===== config.mk =====
export PLATFORM = sky130hd
export DESIGN_NAME = dtwd_cell_unit
export DESIGN_NICKNAME = d
export VERILOG_FILES = /design/src/rtl/dtwd_pkg.sv /design/src/rtl/dtwd_cell_unit.sv
export SDC_FILE = /design/constraint.sdc
export NUM_CORES = 1
export LEC_CHECK = 0
export ABC_AREA = 1
export BUFFER_PORTS_ARGS = -buffer_cell sky130_fd_sc_hd__buf_2
export CAP_MARGIN = 10
export CORE_UTILIZATION = 40
export DETAILED_ROUTE_END_ITERATION = 8
export PLACE_DENSITY = 0.65
export SYNTH_ARGS = -nofsm -noshare
export SYNTH_HDL_FRONTEND = slang
export SYNTH_SLANG_ARGS = --single-unit

===== constraint.sdc =====
create_clock -name vclk -period 28.9
set_input_delay 7.225 -clock vclk [all_inputs]
set_output_delay 7.225 -clock vclk [all_outputs]
set_load 0.02 [all_outputs]

===== src/rtl/dtwd_pkg.sv =====
// Shared types and constants for the dynamic time warping distance block.
// Used by the top level and the cell unit.
// No dependencies.
package dtwd_pkg;

  // Field widths of the item and result payloads
  localparam int ElemW    = 16;
  localparam int CostW    = 24;
  localparam int CfgDataW = 7;
  localparam int CfgIdxW  = 1;

  // Saturation ceiling of the accumulated cost
  localparam logic [CostW-1:0] CostMax = {CostW{1'b1}};

  // Matrix size defaults and the count registers' value after reset
  localparam int DefaultMaxRows = 64;
  localparam int DefaultMaxCols = 64;
  localparam int CountReset     = 64;

  // Configuration register indexes
  localparam logic [CfgIdxW-1:0] RegRowCount    = 1'b0;
  localparam logic [CfgIdxW-1:0] RegColumnCount = 1'b1;

  // Operands of one recurrence cell
  typedef struct packed {
    logic [ElemW-1:0] elem;
    logic [CostW-1:0] up;
    logic [CostW-1:0] left;
    logic [CostW-1:0] diag;
  } cell_ops_t;

endpackage


===== src/rtl/dtwd_cell_unit.sv =====
// Shared recurrence cell: element plus the minimum of up, left and diagonal,
// saturated to the cost width. Depends on dtwd_pkg.
module dtwd_cell_unit (
  input  dtwd_pkg::cell_ops_t             ops_i,
  output logic [dtwd_pkg::CostW-1:0]      sum_o
);

  logic [dtwd_pkg::CostW-1:0] min_ul;
  logic [dtwd_pkg::CostW-1:0] min_all;
  logic [dtwd_pkg::CostW:0]   sum_full;

  // Pick the cheapest predecessor
  assign min_ul  = (ops_i.up < ops_i.left) ? ops_i.up : ops_i.left;
  assign min_all = (min_ul < ops_i.diag) ? min_ul : ops_i.diag;

  // Add the element and clip at the ceiling
  assign sum_full = {1'b0, min_all}
                  + {{(dtwd_pkg::CostW + 1 - dtwd_pkg::ElemW){1'b0}}, ops_i.elem};
  assign sum_o    = sum_full[dtwd_pkg::CostW] ? dtwd_pkg::CostMax
                                              : sum_full[dtwd_pkg::CostW-1:0];

endmodule


### After elaboration in Yosys (flattened, before gate mapping)

Cells that the tools add are included.

| cells by class | value |
|---|---|
| add/subtract/negate cells | 1 |
| $lt $le $gt $ge | 2 |
| multiplexer cells | 3 |

Operators by type and width:

| operator | number |
|---|---|
| 24-bit two-way mux | 3 |
| 24-bit less-than comparator | 2 |
| 24-bit by 16-bit adder with 25-bit output | 1 |

| storage, ports and cells | value |
|---|---|
| logic and storage cells | 6 |
| output and inout bits | 24 |
| bits of input ports | 88 |
| bits in registers | 0 |

### Logic depth before layout (Yosys ltp)

| logic depth | value |
|---|---|
| word-level depth | 6 |
| mapped depth | 49 |
| mapped depth without buffers | 44 |

### Least setup slack after synthesis

No wires, ideal clock.

| timing | value |
|---|---|
| kind | input port to output port |
| from | input port ops_i[47] in the netlist's numbering |
| to | output port sum_o[22] in the netlist's numbering |
| slack | 8.884 ns |
| buffers on the path | 5 |
| data required time | 21.675 ns |
| arrival time | 12.791 ns |
| stages on the path | 49 |
| path through | inv_1 > ha_1 > nand2_1 > nor2_2 > nand2_1 > nor2_1 > nand2_1 > nand2_1 > nor2_1 > nand2_1 > buf_2 > buf_4 > clkbuf_1 > nor2_1 > a21oi_1 > ha_1 > a21oi_1 > o21ai_1 > [13 not listed] > fa_1 > nor2_1 > o21ai_0 > nand2_1 > nand3_1 > nand2_1 > a21oi_1 > o221ai_1 > nand3_1 > nand2_1 > nand3_1 > nand2_1 > inv_1 > nor2_1 > nand2_1 > nand2_1 > nand2_1 > inv_1 |

| between the ends | value |
|---|---|
| cells in the longest elaborated chain, start to end | 6 |

Ends and longest elaborated chain:

| element | RTL line | source |
|---|---|---|
| from (decl) | dtwd_cell_unit.sv:4 | `input dtwd_pkg::cell_ops_t ops_i,` |
| 24-bit less-than comparator | dtwd_cell_unit.sv:13 | `assign min_ul = (ops_i.up < ops_i.left) ? ops_i.up : ops_i.left;` |
| 24-bit two-way mux (*) | dtwd_cell_unit.sv:13 |  |
| 24-bit less-than comparator | dtwd_cell_unit.sv:14 | `assign min_all = (min_ul < ops_i.diag) ? min_ul : ops_i.diag;` |
| 24-bit two-way mux (*) | dtwd_cell_unit.sv:14 |  |
| 24-bit by 16-bit adder with 25-bit output (*) | dtwd_cell_unit.sv:18 | `+ {{(dtwd_pkg::CostW + 1 - dtwd_pkg::ElemW){1'b0}}, ops_i.elem};` |
| 24-bit two-way mux (*) | dtwd_cell_unit.sv:19 | `assign sum_o = sum_full[dtwd_pkg::CostW] ? dtwd_pkg::CostMax` |
| to (decl) | dtwd_cell_unit.sv:5 | `output logic [dtwd_pkg::CostW-1:0] sum_o` |

Every way passes the cells marked *; elsewhere a longest branch is shown, timed or not.

### Worst setup path after layout

| timing | value |
|---|---|
| from | input port ops_i[47] in the netlist's numbering |
| to | output port sum_o[8] in the netlist's numbering |

Same word-level chain as after synthesis.

==> impl_metrics.json <==
{
  "multi_input_area_um2": 2422,
  "postRouteAntennaNets": 0,
  "clkbuf_count": 0,
  "combPwrFrac_pct": 100.0,
  "switching_power_mw": 0.09570,
  "die_w_um": 86.06,
  "wl_um": 7429,
  "relSlewSlack_pct": 41.98,
  "first_iter_violations": 81,
  "max_freq_mhz": 46.23,
  "ff_latch_area_um2": 0,
  "nNetsFinal": 751,
  "hold_start": "ops_i[72]",
  "drive_gt1_share_pct": 22.61,
  "first_pass_iters": 4,
  "tightest_slew_ns": 0.8687,
  "antenna_cells": 0,
  "hold_violations": 0,
  "arrival_ns": 14.40,
  "syn_avg_cell_area_um2": 5.687,
  "routed.top_layer": "met4",
  "hold_end": "sum_o[0]",
  "io_buffers": 112,
  "nFlopsAndLatches": 0,
  "hpwl_um": 6672,
  "io_pins": 112,
  "synth_seq_area_share_pct": 0,
  "via_per_inst": 4.766,
  "met2_length_um": 3766,
  "die_y_um": 86.06,
  "syn_area_um2": 2826,
  "synth_area_leaders": "ha_1, nand2_1, inv_1",
  "wl_met1_um": 3263,
  "yosysMostFrequentCell": "nand2_1",
  "row_count": 30,
  "swShare_pct": 62.82,
  "die_area_um2": 7406,
  "core_area_um2": 6794,
  "yosysTopAreaCellShare_pct": 27.89,
  "syn-num-nets": 649,
  "ctsHoldBuffers": 0,
  "globalRoute.totalOverflow": 0,
  "grt_max_degree": 33,
  "seq_power_share_pct": 0,
  "finalPower_mw": 0.1523,
  "cts-resized-gates": 0,
  "p_leak_nw": 2.136,
  "setup-tns-final_ns": 0,
  "setup_viol": 0,
  "drc": 0,
  "path_max_fanout": 32,
  "cp_common_cell": "nand2_1",
  "period_share_pct": 74.84,
  "cp-start-kind": "input pin",
  "slew_violations": 0,
  "ir_worst_vdd_v": 0.00002666,
  "rsz0062_at_grt": "false",
  "wl_met3_um": 295,
  "fin_crit_ns": 21.63,
  "synthCells": 497,
  "syn2layout_area_growth_pct": 21.34,
  "holdCritPathClass": "in -> out",
  "endpoint_kind": "output pin",
  "ys_warn_count": 0,
  "powerDensity_nw_per_um2": 44.42,
  "initial_core_util_pct": 41.60,
  "grt_pass1_wl_um": 12360,
  "slowest_stage": "a211oi_2",
  "grtUsageTotal_pct": 19.88,
  "synth_top_area_cell": "ha_1",
  "cap_viol_max_count": 0,
  "place.gp.congestion": 0.8849,
  "grt_pass1_vias": 3064,
  "synth_cell_types": 34,
  "holdPathStages": 5,
  "cts_setup_buffers": 0,
  "avgRoutedWirePerCell_um": 10.72,
  "required_ns": 21.67,
  "internal_power_mw": 0.05665,
  "criticalPathCategory": "in -> out",
  "via_count": 3303,
  "fillCellCount": 746,
  "status": "complete, no violations",
  "grt_antenna_before_repair": 0,
  "pwr-share-clk_pct": 0,
  "max_stage_delay_ns": 0.69,
  "synthTopCellsByCount": "nand2_1, inv_1, ha_1"
}
[cell families (layout without fill, tap and decap cells)]
logic type               count (synthesis)  count (layout)  share of synthesized area, %
AO/OA/AOI/OAI                           92              92                         17.31
adder cells (fa/ha/maj)                 64              64                         28.60
AND/OR/NAND/NOR                        232             232                         36.39
buffers and inverters                   98             198                         14.30
XOR/XNOR                                11              11                         3.409
[stage by stage]
| step | util [%] | cells | setup WS [ns] | hold slack (ns) | instance area (um^2) |
|---|---|---|---|---|---|
| finish | 50.48 | 693 | 7.271 | 14.92 | 3430 |
| CTS | 50.48 | 693 | 7.263 | 14.90 | 3430 |
| global placement | 50.48 | 693 | 7.458 | 14.91 | 3430 |
| detailed placement | 50.48 | 693 | 7.299 | 14.90 | 3430 |
| floorplan | - | 497 | 8.884 | 14.72 | 2826 |
| global route | 50.48 | 693 | 6.185 | 14.93 | 3430 |
[metal layers]
metal | vias up | track usage [%]
met5 | - | 0
met4 | 0 | 3.182
met3 | 8 | 0.5775
met2 | 86 | 40.40
met1 | 1394 | 23.01
li1 | 1815 | -
[critical path, delay by kind of cell]
kind / cells / cell delay [ns]
AO/OA/AOI/OAI: 10 / 1.92
adder cells (fa/ha/maj): 4 / 1.13
buffers and inverters: 6 / 1.34
AND/OR/NAND/NOR: 23 / 2.77
[placed cells by master, fill, tap and decap left out, drive strengths merged]
| cell type | count |
|---|---|
| xor2 | 5 |
| nand3b | 4 |
| ha | 63 |
| a21boi | 1 |
| inv | 85 |
| xnor2 | 6 |
| nand2 | 141 |
| a21oi | 56 |
| o221ai | 1 |
| nor3 | 1 |
| buf | 113 |
| a211oi | 2 |
| o21a | 2 |
| fa | 1 |
| nand4 | 5 |
| a31oi | 2 |
| o21bai | 2 |
| nor2 | 46 |
| nor4 | 1 |
| nand3 | 33 |
| or2 | 1 |
| o21ai | 26 |
[power groups by stage]
stage	sequential (mW)	combinational [mW]	clock (mW)
2_1_floorplan	0	0.114	0
4_1_cts	0	0.153	0
3_3_place_gp	0	0.152	0
6_report	0	0.152	0
5_1_grt	0	0.173	0
3_5_place_dp	0	0.153	0
[cell type report]
cell class,instances,area share (%)
inverters,85,9.303
multi-input cells,399,70.63
well taps,96,3.502
repair buffers,113,16.56
[how the worst max path moves through the flow]
| stage | start | to | slack (ns) | cells after the start |
|---|---|---|---|---|
| floorplan | ops_i[47] | sum_o[22] | 8.88 | 49 |
| global placement | ops_i[47] | sum_o[23] | 7.46 | 41 |
| detailed placement | ops_i[47] | sum_o[8] | 7.30 | 43 |
| CTS | ops_i[47] | sum_o[8] | 7.26 | 43 |
| global route | ops_i[47] | sum_o[2] | 6.19 | 41 |
| finish | ops_i[47] | sum_o[8] | 7.27 | 43 |
(Power assumes the default switching activity.)
