**src/rtl/dtwd_ram.sv**
```systemverilog
// Generic simple dual-port RAM: one write port, one read port, registered read.
// No dependencies.
module dtwd_ram #(
  parameter int Width = 16,
  parameter int Depth = 64,
  parameter int AddrW = (Depth > 1) ? $clog2(Depth) : 1
) (
  input  logic             clk_i,
  input  logic             we_i,
  input  logic [AddrW-1:0] waddr_i,
  input  logic [Width-1:0] wdata_i,
  input  logic [AddrW-1:0] raddr_i,
  output logic [Width-1:0] rdata_o
);

  logic [Width-1:0] mem_q [Depth];
  logic [Width-1:0] rdata_q;

  // Write and read ports
  always_ff @(posedge clk_i) begin
    if (we_i) begin
      mem_q[waddr_i] <= wdata_i;
    end
    rdata_q <= mem_q[raddr_i];
  end

  assign rdata_o = rdata_q;

endmodule

```
**config.mk**
```make
export PLATFORM = sky130hd
export DESIGN_NAME = dtwd_ram
export DESIGN_NICKNAME = d
export VERILOG_FILES = /design/src/rtl/dtwd_ram.sv
export SDC_FILE = /design/constraint.sdc
export NUM_CORES = 1
export LEC_CHECK = 0
export BUFFER_PORTS_ARGS = -buffer_cell sky130_fd_sc_hd__buf_2
export CAP_MARGIN = 20
export CELL_PAD_IN_SITES_DETAIL_PLACEMENT = 1
export CELL_PAD_IN_SITES_GLOBAL_PLACEMENT = 1
export CORE_MARGIN = 2
export CORE_UTILIZATION = 30
export DETAILED_ROUTE_END_ITERATION = 12
export GPL_TIMING_DRIVEN = 0
export PLACE_DENSITY_LB_ADDON = 0.08
export SLEW_MARGIN = 10
export SYNTH_ARGS = -nofsm -noshare
export SYNTH_HDL_FRONTEND = slang
export SYNTH_SLANG_ARGS = --single-unit
```
**constraint.sdc**
```tcl
create_clock -name clk_i -period 2.5 [get_ports clk_i]
set_input_delay 0.5 -clock clk_i [delete_from_list [all_inputs] [get_ports clk_i]]
set_output_delay 0.5 -clock clk_i [all_outputs]
set_load 0.05 [all_outputs]
```
**Yosys cells after proc, flatten, opt, wreduce, memory -nomap -nowiden**

Memory sizes are Yosys's and may differ from the RTL's. A register that Yosys moved wholly into a read port is not among the register bits.
Cells that the tools add are included.

- Register bits after elaboration: 0
- Memory bits (writable): 1,024
- Output and inout port bits: 16
- Memories kept: 1

- Muxes and demuxes: 2

Memory list:

| name | depth | bits a word | rd ports | clocked after memory_dff | write ports | RTL line | RTL |
|---|---|---|---|---|---|---|---|
| mem_q | 64 | 16 | 1 | 1 | 1 | 16 | `logic [Width-1:0] mem_q [Depth];` |

Operator list:

| operator | number |
|---|---|
| 2-to-1 mux 1 bit | 2 |

**Depth between registers and ports, before layout**

Gate-level depths: netlist of run 1.

- Depth in word-level cells: 2
- Mapped depth: 10
- Mapped depth without buffers: 5

**Worst setup path before layout of run 1**

No wires, ideal clock.

- Path type: input port to flip-flop
- Start: input waddr_i[3]
- End: memory mem_q[48][0] (enable)
- Buffers on the path: 1
- Slack: -0.035 ns
- Data arrival time: 2.126 ns
- Cell stages on the path: 4
- Data required time: 2.091 ns
- Cells stage by stage: clkbuf_1 nor2b_1 nand4b_1 nor3_1

RTL lines:

| element | RTL line | RTL |
|---|---|---|
| start, declared | 10 | `input logic [AddrW-1:0] waddr_i,` |
| end, declared | 16 |  |

Straight into the memory's write port.

**Worst setup path after layout of run 1**

- Start: input waddr_i[1]
- End: memory mem_q[10][0] (enable)

Straight into the memory's write port.

==> out/results.ini, run 1 <==
[placed_design]
gp_congestion = 0.769
placed_cells = 3709
pre_cts_slack_ns = -1.36
placedInstanceArea_sq_um = 43800
io_buffers = 38
dp_hpwl_mm = 84.7

[run_status]
violations = negative setup slack
outcome = complete, but fails checks

[hold_path]
min_to = mem_q[24][11]$_DFFE_PP_
holdCritStartpoint = wdata_i[11]
hold_path_depth = 1
min_path_type = in2reg

[floorplanning]
initial_core_util_pct = 30.1
die_area_sq_um = 136000
die_y_um = 369
core_area_sq_um = 133000
rows = 134
io_pins = 46
die_x_um = 369

[synthesis]
ys_warn_count = 0
synth-seq-cells = 1040
synth-async-reset-ratio_pct = 0
ys_types = 43
synth-edff-count = 1024
syn_inst = 1829
syn_area_sq_um = 40000
avgSynthCellArea_sq_um = 21.9
seq_area_frac_synth_pct = 77.6
synth_flop_cell = edfxtp_1
synth_nets = 1859

[finish]
fin_area_sq_um = 47800
area_delta_synth_final_pct = 19.5
layout_common_cells = 1,024 x edfxtp_1, 220 x mux4_2, 116 x clkbuf_16, 76 x mux2i_1, 58 x nand2_1
final_cells = 3927
drive_above_1_share_pct = 32.5
fin_nets = 2088
final_util_pct = 36.0
layout_commonest_cell = edfxtp_1
n_fill_cell = 12814

[setup_path]
ff2ff_path_depth = 5
crit_arrival_ns = 2.94
cp.depth = 5
r2r_setup_slack_ns = 0.30
start_kind = input pin
critPathTopFamily = simple AND/OR/NAND/NOR gates
cp_max_fo = 10
worstSetupPathType = in2reg
cp_num_buf_inv = 2
r2r-start = mem_q[7][4]$_DFFE_PP_
worstPathCellList = clkbuf_1 -> nor2b_1 -> nand2_1 -> nor2_2 -> buf_6
cp_slowest_cell = nor2_2
end_kind = register
cp.required_ns = 2.94
r2r_end = rdata_o[4]$_DFF_P_
slowest_delay_ns = 0.74

[timing]
tns_ns = -0.0115
final-setup-viol-count = 5
max_freq_ghz = 0.399
finalHoldViolCount = 0
period_minus_slack_ns = 2.50
setup_ws_ns = -0.00495
timing.final.max_slew_violations = 0
fin_skew_ns = 0.0213
tightestPinTransition_ns = 1.02
finalCritPeriodShare_pct = 100
whs_ns = 0.233
rsz0062_at_grt = true
relSlewSlack_pct = 31.7

[clock_tree]
cts_buffers = 114
path_clk_slew_ns = 0.06
clockBufferDepth = 3
htree_levels = 3
cts.sinks = 1040
cts_root_buffer = clkbuf_16
cts_tree = built
clkLatencyLatePin_ns = 0.73
postCtsSetupBuffers = 0

[detailed_routing]
drcViolationCount = 0
routedWlPerCell_um = 31.4
drtIter0Drc = 1532
postRouteAntennaNets = 0
highest_layer = met5
routed_via_density = 4.95
vias = 19443
first_pass_iters = 5
wl_met3_mm = 4.66
dr_wl_met2_mm = 60.6
totalWireLength_mm = 123
m1WireLength_mm = 55.0

[grt]
grt.total_usage_pct = 18.3
grt_pass1_vias = 21146
grt_max_degree = 65
overflow = 0
antenna_found_initial = 10
grt_pass1_wl_mm = 172

[flow_run]
cap_violations = 0

[pwr]
peakVddDrop_mv = 0.628
total_leakage_power_nw = 14.9
power_mw = 38.4
power_density_nw_per_um2 = 802

-- worst max path at each step --
| stage | from | endpoint | slack, ns |
|---|---|---|---|
| floorplan | waddr_i[5] | mem_q[39][0]$_DFFE_PP_ | 0.04 |
| global placement | waddr_i[1] | mem_q[39][11]$_DFFE_PP_ | -1.92 |
| detailed placement | raddr_i[2] | rdata_o[4]$_DFF_P_ | -1.36 |
| CTS | waddr_i[2] | mem_q[28][10]$_DFFE_PP_ | -0.1 |
| global route | waddr_i[1] | mem_q[18][5]$_DFFE_PP_ | -0.09 |
| finish | waddr_i[1] | mem_q[10][0]$_DFFE_PP_ | -0.005 |
-- routing by layer --
metal / vias to the layer above / global-route usage (%)
met3: 158 / 3.00
met2: 413 / 30.4
met5: - / 0
met4: 2 / 4.47
met1: 10684 / 25.1
li1: 8186 / -
-- cell type report --
type / count / area [sq um] / share of cell area (%)
Antenna cell: 6 / 15.0 / 0.0314
Buffer: 103 / 763 / 1.60
Clock buffer: 142 / 3030 / 6.33
Clock inverter: 69 / 662 / 1.38
Multi-Input combinational cell: 685 / 8670 / 18.1
Sequential cell: 1040 / 31100 / 64.9
Tap cell: 1768 / 2210 / 4.62
Timing Repair Buffer: 114 / 1410 / 2.96
-- cell families after synthesis --
kind of cell | Yosys count | share of synthesized area (%)
AO/OA/AOI/OAI | 129 | 2.41
buffers and inverters | 104 | 1.83
flip-flops | 1040 | 77.6
multiplexers | 336 | 15.5
AND/OR/NAND/NOR | 220 | 2.65
-- power breakdown --
group          internal (mW)  total, mW  switching [mW]
logic                  0.742       2.31            1.57
clock network           9.79       16.7            6.94
registers               19.3       19.3          0.0363
total                   29.8       38.4            8.54
-- worst register-to-register path: stages (launching register included) --
cell and delay, ns:
edfxtp_1 0.36, mux4_2 0.49, mux2i_1 0.47, a22oi_1 0.21, a31oi_4 0.41, a311oi_1 0.11
-- timing repair --
item,CTS,global route
setup endpoints to repair,240,142
endpoints found under the hold margin,8,0
hold buffers,2,0
pin swaps,0,0
gates resized for setup,49,10
-- flip-flops by register name (all words and copies together) (netlist names) --
register,cells
rdata_o,16
mem_q,1024
-- synth_stat cells (24+ instances only) --
cell type | instances | share of area [%]
nor2b_1 | 30 | 0.47
mux2i_1 | 85 | 2.1
a22oi_1 | 39 | 0.73
nand3_1 | 24 | 0.30
nor2_1 | 72 | 0.67
mux2_2 | 27 | 0.76
buf_2 | 36 | 0.45
edfxtp_1 | 1024 | 77
nand2_1 | 59 | 0.55
clkbuf_1 | 24 | 0.22
mux4_2 | 220 | 12
Note: power is estimated with default switching activity, not from simulation.
==> run 2: changes to the inputs <==
==> constraint.sdc (replaced) <==
create_clock -name clk_i -period 2.5 [get_ports clk_i]
set_input_delay 0.25 -clock clk_i [delete_from_list [all_inputs] [get_ports clk_i]]
set_output_delay 0.25 -clock clk_i [all_outputs]
set_load 0.05 [all_outputs]
==> out/results.ini, run 2 (synthesis results as in run 1) <==
[run_status]
outcome = completed

[finish]
area_delta_synth_final_pct = 18.7
largest_register_ffs = 1024  ; unchanged
final_util_pct = 35.7  ; -0.24 points
multiInputGateArea_sq_um = 8490  ; -2.1%
n_fill_cell = 12879  ; +0.51%
regMostFlops = mem_q
fin_nets = 2094  ; +0.29%
drive_above_1_share_pct = 31.2  ; -1.3 points
layout_commonest_cell = edfxtp_1
layout_common_cells = 1,024 x edfxtp_1, 220 x mux4_2, 115 x clkbuf_16, 85 x mux2i_1, 63 x nor2_2
fin_area_sq_um = 47500  ; -0.67%
ff_latch_area_sq_um = 31100  ; unchanged

[setup_path]
end_kind = register
worstSetupPathType = in2reg
cp.required_ns = 3.05  ; +0.11 ns
r2r-start = mem_q[7][13]$_DFFE_PP_
r2r_setup_slack_ns = 0.10  ; -0.20 ns
r2r_end = rdata_o[13]$_DFF_P_
crit_arrival_ns = 3.04  ; +0.10 ns
ff2ff_path_depth = 5  ; unchanged
crit_path_end = rdata_o[13]$_DFF_P_
setup.worst_path.start = raddr_i[2]
start_kind = input pin
cp_max_fo = 10  ; unchanged

[detailed_routing]
totalWireLength_mm = 124  ; +0.47%
drcViolationCount = 0  ; unchanged
routed_via_density = 4.95  ; -0.10%
drtIter0Drc = 1743  ; +14%
m1WireLength_mm = 54.2  ; -1.3%
vias = 19438  ; -0.026%
routedWlPerCell_um = 31.5  ; +0.39%
postRouteAntennaNets = 0  ; unchanged
dr_wl_met2_mm = 59.8  ; -1.4%
first_pass_iters = 8  ; +3
highest_layer = met5
wl_met3_mm = 5.95  ; +28%

[floorplanning]
die_y_um = 369  ; unchanged
die_x_um = 369  ; unchanged
core_area_sq_um = 133000  ; unchanged
io_pins = 46  ; unchanged
rows = 134  ; unchanged
initial_core_util_pct = 30.1  ; unchanged
die_area_sq_um = 136000  ; unchanged

[clock_tree]
htree_levels = 3  ; unchanged
clockBufferDepth = 3  ; unchanged
cts.sinks = 1040  ; unchanged
cts_buffers = 114  ; unchanged
path_clk_slew_ns = 0.06  ; about the same
postCtsSetupBuffers = 0  ; unchanged
cts_tree = built
clkLatencyLatePin_ns = 0.73  ; about the same
cts_root_buffer = clkbuf_16

[pwr]
p_sw_share_pct = 22.7  ; +0.42 points
p_comb_share_pct = 6.1  ; about the same
power_density_nw_per_um2 = 783  ; -2.4%
internal_power_mw = 28.8  ; -3.6%
p_clk_share_pct = 41.9  ; -1.7 points
switchingPower_mw = 8.44  ; -1.2%
peakVddDrop_mv = 0.533  ; -15%
total_leakage_power_nw = 14.9  ; -0.57%
p_seq_share_pct = 52.0  ; +1.6 points

[placed_design]
io_buffers = 38  ; unchanged
gp_congestion = 0.788  ; +2.5%
pre_cts_slack_ns = -1.14  ; +0.223 ns
dp_hpwl_mm = 84.2  ; -0.66%
placedInstanceArea_sq_um = 44000  ; +0.34%

[timing]
rsz0062_at_grt = false
setup_ws_ns = 0.0130  ; +0.0179 ns
tns_ns = 0  ; +0.0115 ns
max_freq_ghz = 0.402  ; +0.72%
final-setup-viol-count = 0  ; -5
fin_skew_ns = 0.0277  ; +0.00634 ns
finalCritPeriodShare_pct = 99.5  ; -0.72 points
timing.final.max_slew_violations = 0  ; unchanged
whs_ns = 0.0597  ; -0.174 ns
period_minus_slack_ns = 2.49  ; -0.0179 ns
finalHoldViolCount = 0  ; unchanged
relSlewSlack_pct = 27.1  ; -4.6 points
tightestPinTransition_ns = 1.09  ; +0.0683 ns

[grt]
grt_pass1_vias = 20878  ; -1.3%
antenna_found_initial = 19  ; +9
overflow = 0  ; unchanged
grt_pass1_wl_mm = 171  ; -0.61%
grt.total_usage_pct = 18.3  ; +0.035 points
grt_max_degree = 65  ; unchanged

[flow_run]
cap_violations = 0  ; unchanged

[hold_path]
min_path_type = in2reg

## run 2: cell types whose count changed in the layout (fill, tap and decap cells not counted), moves of 8 or more
cell / before / now
buf_6: 29 / 19
bufinv_16: 12 / 3
nor2_2: 54 / 63
clkinv_1: 22 / 33
buf_2: 49 / 59
nor2_4: 10 / 1
mux2i_1: 76 / 85
buf_16: 6 / 14
## run 2: how the worst min path moves through the flow
stage / from / end / slack (ns) / cells past startpoint
floorplan: wdata_i[0] / mem_q[0][0]$_DFFE_PP_ / 0.35 / 0
global placement: rdata_o[0]$_DFF_P_ / rdata_o[0] / 0.72 / 1
detailed placement: wdata_i[3] / mem_q[58][3]$_DFFE_PP_ / 0.52 / 1
CTS: wdata_i[15] / mem_q[17][15]$_DFFE_PP_ / 0.0006 / 1
global route: wdata_i[2] / mem_q[26][2]$_DFFE_PP_ / 0.03 / 1
finish: wdata_i[2] / mem_q[26][2]$_DFFE_PP_ / 0.06 / 1
## run 2: power groups by stage
stage	clock network [mW]	registers [mW]	logic [mW]
2_1_floorplan	0	19.8	0.999
3_5_place_dp	0	19.7	2.33
6_report	15.6	19.3	2.28
5_1_grt	16.6	19.3	2.42
4_1_cts	16.0	19.3	2.35
3_3_place_gp	0	19.7	2.21
## run 2: critical path: stages
cell	delay (ns)
buf_2	0.32
buf_4	0.26
buf_2	0.38
mux4_2	0.42
mux2i_1	0.45
a22oi_1	0.15
a31oi_2	0.57
a311oi_1	0.17
## run 2: cell type report
class / count / area share [%]
antenna: 6 / 0.0316
buffer: 104 / 1.56
clock buffer: 140 / 6.30
clock inverter: 68 / 0.866
multi-input combinational: 685 / 17.9
sequential: 1040 / 65.4
tap: 1768 / 4.66
timing repair buffer: 119 / 3.34
## run 2: timing repair
action	in CTS	in global routing
gates resized for setup	14	2
hold buffers	4	0
gates cloned	0	0
endpoints found under the hold margin	77	0
endpoints found under the setup margin	11	2
## run 2: stage by stage
step	power (mW)	instances
floorplan	20.8	1829
global placement	21.9	3635
detailed placement	22.0	3712
CTS	37.7	3924
global route	38.4	3924
finish	37.2	3930
## run 2: metal layers
| metal | vias to the layer above | GRT usage, % |
|---|---|---|
| li1 | 8192 | - |
| met1 | 10608 | 24.8 |
| met2 | 455 | 30.0 |
| met3 | 175 | 3.62 |
| met4 | 8 | 5.27 |
| met5 | - | 0 |
==> run 3: changes to the inputs <==
==> constraint.sdc (replaced) <==
create_clock -name clk_i -period 2.5 [get_ports clk_i]
set_input_delay 0.125 -clock clk_i [delete_from_list [all_inputs] [get_ports clk_i]]
set_output_delay 0.125 -clock clk_i [all_outputs]
set_load 0.05 [all_outputs]
==> out/results.ini, run 3 (synthesis results as in run 1) <==
[detailed_routing]
postRouteAntennaNets = 0  ; unchanged
totalWireLength_mm = 124  ; about the same
drtIter0Drc = 1688  ; -3.2%
routed_via_density = 4.95  ; about the same
routedWlPerCell_um = 31.5  ; -0.11%
drcViolationCount = 0  ; unchanged
first_pass_iters = 6  ; -2
vias = 19479  ; +0.21%

[timing]
whs_ns = 0.0141  ; -0.0456 ns
timing.final.max_slew_violations = 0  ; unchanged
finalHoldViolCount = 0  ; unchanged
tightestPinTransition_ns = 1.13  ; +0.0429 ns
fin_skew_ns = 0.0283  ; +0.000653 ns
relSlewSlack_pct = 24.2  ; -2.9 points
period_minus_slack_ns = 2.52  ; +0.0341 ns
final-setup-viol-count = 1  ; +1
finalCritPeriodShare_pct = 101  ; +1.4 points
rsz0062_at_grt = false
max_freq_ghz = 0.397  ; -1.4%
tns_ns = -0.0211  ; -0.0211 ns
setup_ws_ns = -0.0211  ; -0.0341 ns

[pwr]
p_clk_share_pct = 41.9  ; about the same
p_seq_share_pct = 52.0  ; about the same
peakVddDrop_mv = 0.533  ; -0.13%
p_comb_share_pct = 6.1  ; about the same
internal_power_mw = 28.8  ; about the same
power_density_nw_per_um2 = 783  ; about the same
total_leakage_power_nw = 14.9  ; about the same
switchingPower_mw = 8.45  ; about the same
p_sw_share_pct = 22.7  ; about the same

[setup_path]
cp.required_ns = 3.05  ; about the same
end_kind = register
slowest_delay_ns = 0.54  ; -0.03 ns
worstSetupPathType = in2reg
start_kind = input pin
cp_slowest_cell = buf_2
crit_path_frequent_cell = buf_2
cp_max_fo = 10  ; unchanged
worstPathCellList = buf_2 -> buf_2 -> buf_2 -> buf_2 -> mux4_2 -> nand2_1 -> nand3_1 -> a21oi_1 -> nor4_2
crit_arrival_ns = 3.07  ; +0.03 ns

[grt]
grt_pass1_vias = 20879  ; +0.0048%
overflow = 0  ; unchanged
antenna_found_initial = 18  ; -1
grt.total_usage_pct = 18.4  ; about the same
grt_max_degree = 65  ; unchanged
grt_pass1_wl_mm = 172  ; +0.12%

[placed_design]
pre_cts_slack_ns = -1.02  ; +0.125 ns
dp_hpwl_mm = 84.2  ; unchanged
placedInstanceArea_sq_um = 44000  ; unchanged
gp_congestion = 0.788  ; unchanged
io_buffers = 38  ; unchanged

[clock_tree]
clockBufferDepth = 3  ; unchanged
postCtsSetupBuffers = 0  ; unchanged
cts_buffers = 114  ; unchanged
path_clk_slew_ns = 0.06  ; about the same
clkLatencyLatePin_ns = 0.73  ; about the same
cts_root_buffer = clkbuf_16
cts.sinks = 1040  ; unchanged
htree_levels = 3  ; unchanged
cts_tree = built

[hold_path]
min_path_type = in2reg

[run_status]
outcome = complete, but fails checks
violations = negative setup slack

[floorplanning]
rows = 134  ; unchanged
initial_core_util_pct = 30.1  ; unchanged
die_y_um = 369  ; unchanged
die_x_um = 369  ; unchanged
io_pins = 46  ; unchanged
core_area_sq_um = 133000  ; unchanged
die_area_sq_um = 136000  ; unchanged

[finish]
largest_register_ffs = 1024  ; unchanged
area_delta_synth_final_pct = 18.8  ; about the same
layout_commonest_cell = edfxtp_1
layout_common_cells = 1,024 x edfxtp_1, 220 x mux4_2, 115 x clkbuf_16, 84 x mux2i_1, 63 x nor2_2
fin_area_sq_um = 47600  ; about the same
drive_above_1_share_pct = 31.1  ; -0.040 points
regMostFlops = mem_q
fin_nets = 2100  ; +0.29%

[flow_run]
cap_violations = 0  ; unchanged

==> run 3: cell types whose count changed in the layout (fill, tap and decap cells not counted) <==
cell and delta:
buf_2 +2, a31oi_2 +2, buf_4 -2, mux2i_2 +1, dlygate4sd3_1 +6, a31oi_4 -2, nor4_2 +1, clkbuf_2 -1
nor4_4 -1, a21oi_1 -1, mux2i_1 -1, clkbuf_1 +1, a21oi_2 +1
==> run 3: worst max-delay path: cells and delay by family <==
kind | cells | cell delay [ns]
AOI/OAI and AO/OA | 1 | 0.52
and+or+nand+nor | 3 | 0.35
muxes | 1 | 0.38
buffers and inverters | 4 | 1.64
==> run 3: layout make-up <==
cell class	count	area [sq um]
Tap cell	1768	2210
Sequential cell	1040	31100
Clock buffer	140	2990
Multi-Input combinational cell	685	8470
Buffer	104	737
Fill cell	12881	85400
Antenna cell	6	15.0
Clock inverter	68	412
Timing Repair Buffer	125	1650
==> run 3: final timing paths <==
| path | startpoint | end | slack, ns | depth (start not counted) |
|---|---|---|---|---|
| max reg2reg | mem_q[23][11]$_DFFE_PP_ | rdata_o[11]$_DFF_P_ | 0.06 | 5 |
| min | wdata_i[8] | mem_q[62][8]$_DFFE_PP_ | 0.01 | 1 |
| max | raddr_i[1] | rdata_o[7]$_DFF_P_ | -0.02 | 9 |
| min reg2reg | mem_q[37][1]$_DFFE_PP_ | rdata_o[1]$_DFF_P_ | 0.91 | 3 |
==> run 3: stage by stage <==
| step | cells | utilization, % | total power [mW] |
|---|---|---|---|
| 5_1_grt | 3930 | 35.8 | 38.4 |
| 3_5_place_dp | 3712 | 33.1 | 22.0 |
| 3_3_place_gp | 3635 | 31.9 | 21.9 |
| 4_1_cts | 3930 | 35.7 | 37.7 |
| 2_1_floorplan | 1829 | - | 20.8 |
| 6_report | 3936 | 35.8 | 37.2 |
==> run 3: timing repair <==
action	in CTS	in global routing
resized for setup	9	4
endpoints found under the hold margin	340	0
setup endpoints to repair	7	4
hold buffers	10	0
==> run 3: layer usage <==
| metal | wire length [um] | share of wire [%] | global-route usage (%) |
|---|---|---|---|
| met4 | 3660 | 3.0 | 5.26 |
| met1 | 54600 | 44 | 24.9 |
| met2 | 59900 | 48 | 30.0 |
| met5 | 27 | 0.022 | 0 |
| met3 | 5590 | 4.5 | 3.41 |
==> run 3: power by group through the flow <==
stage	clock, mW	combinational [mW]	sequential [mW]
final	15.6	2.28	19.3
after global routing	16.6	2.42	19.3
after floorplan	0	0.999	19.8
after global placement	0	2.21	19.7
after CTS	16.0	2.35	19.3
after detailed placement	0	2.33	19.7
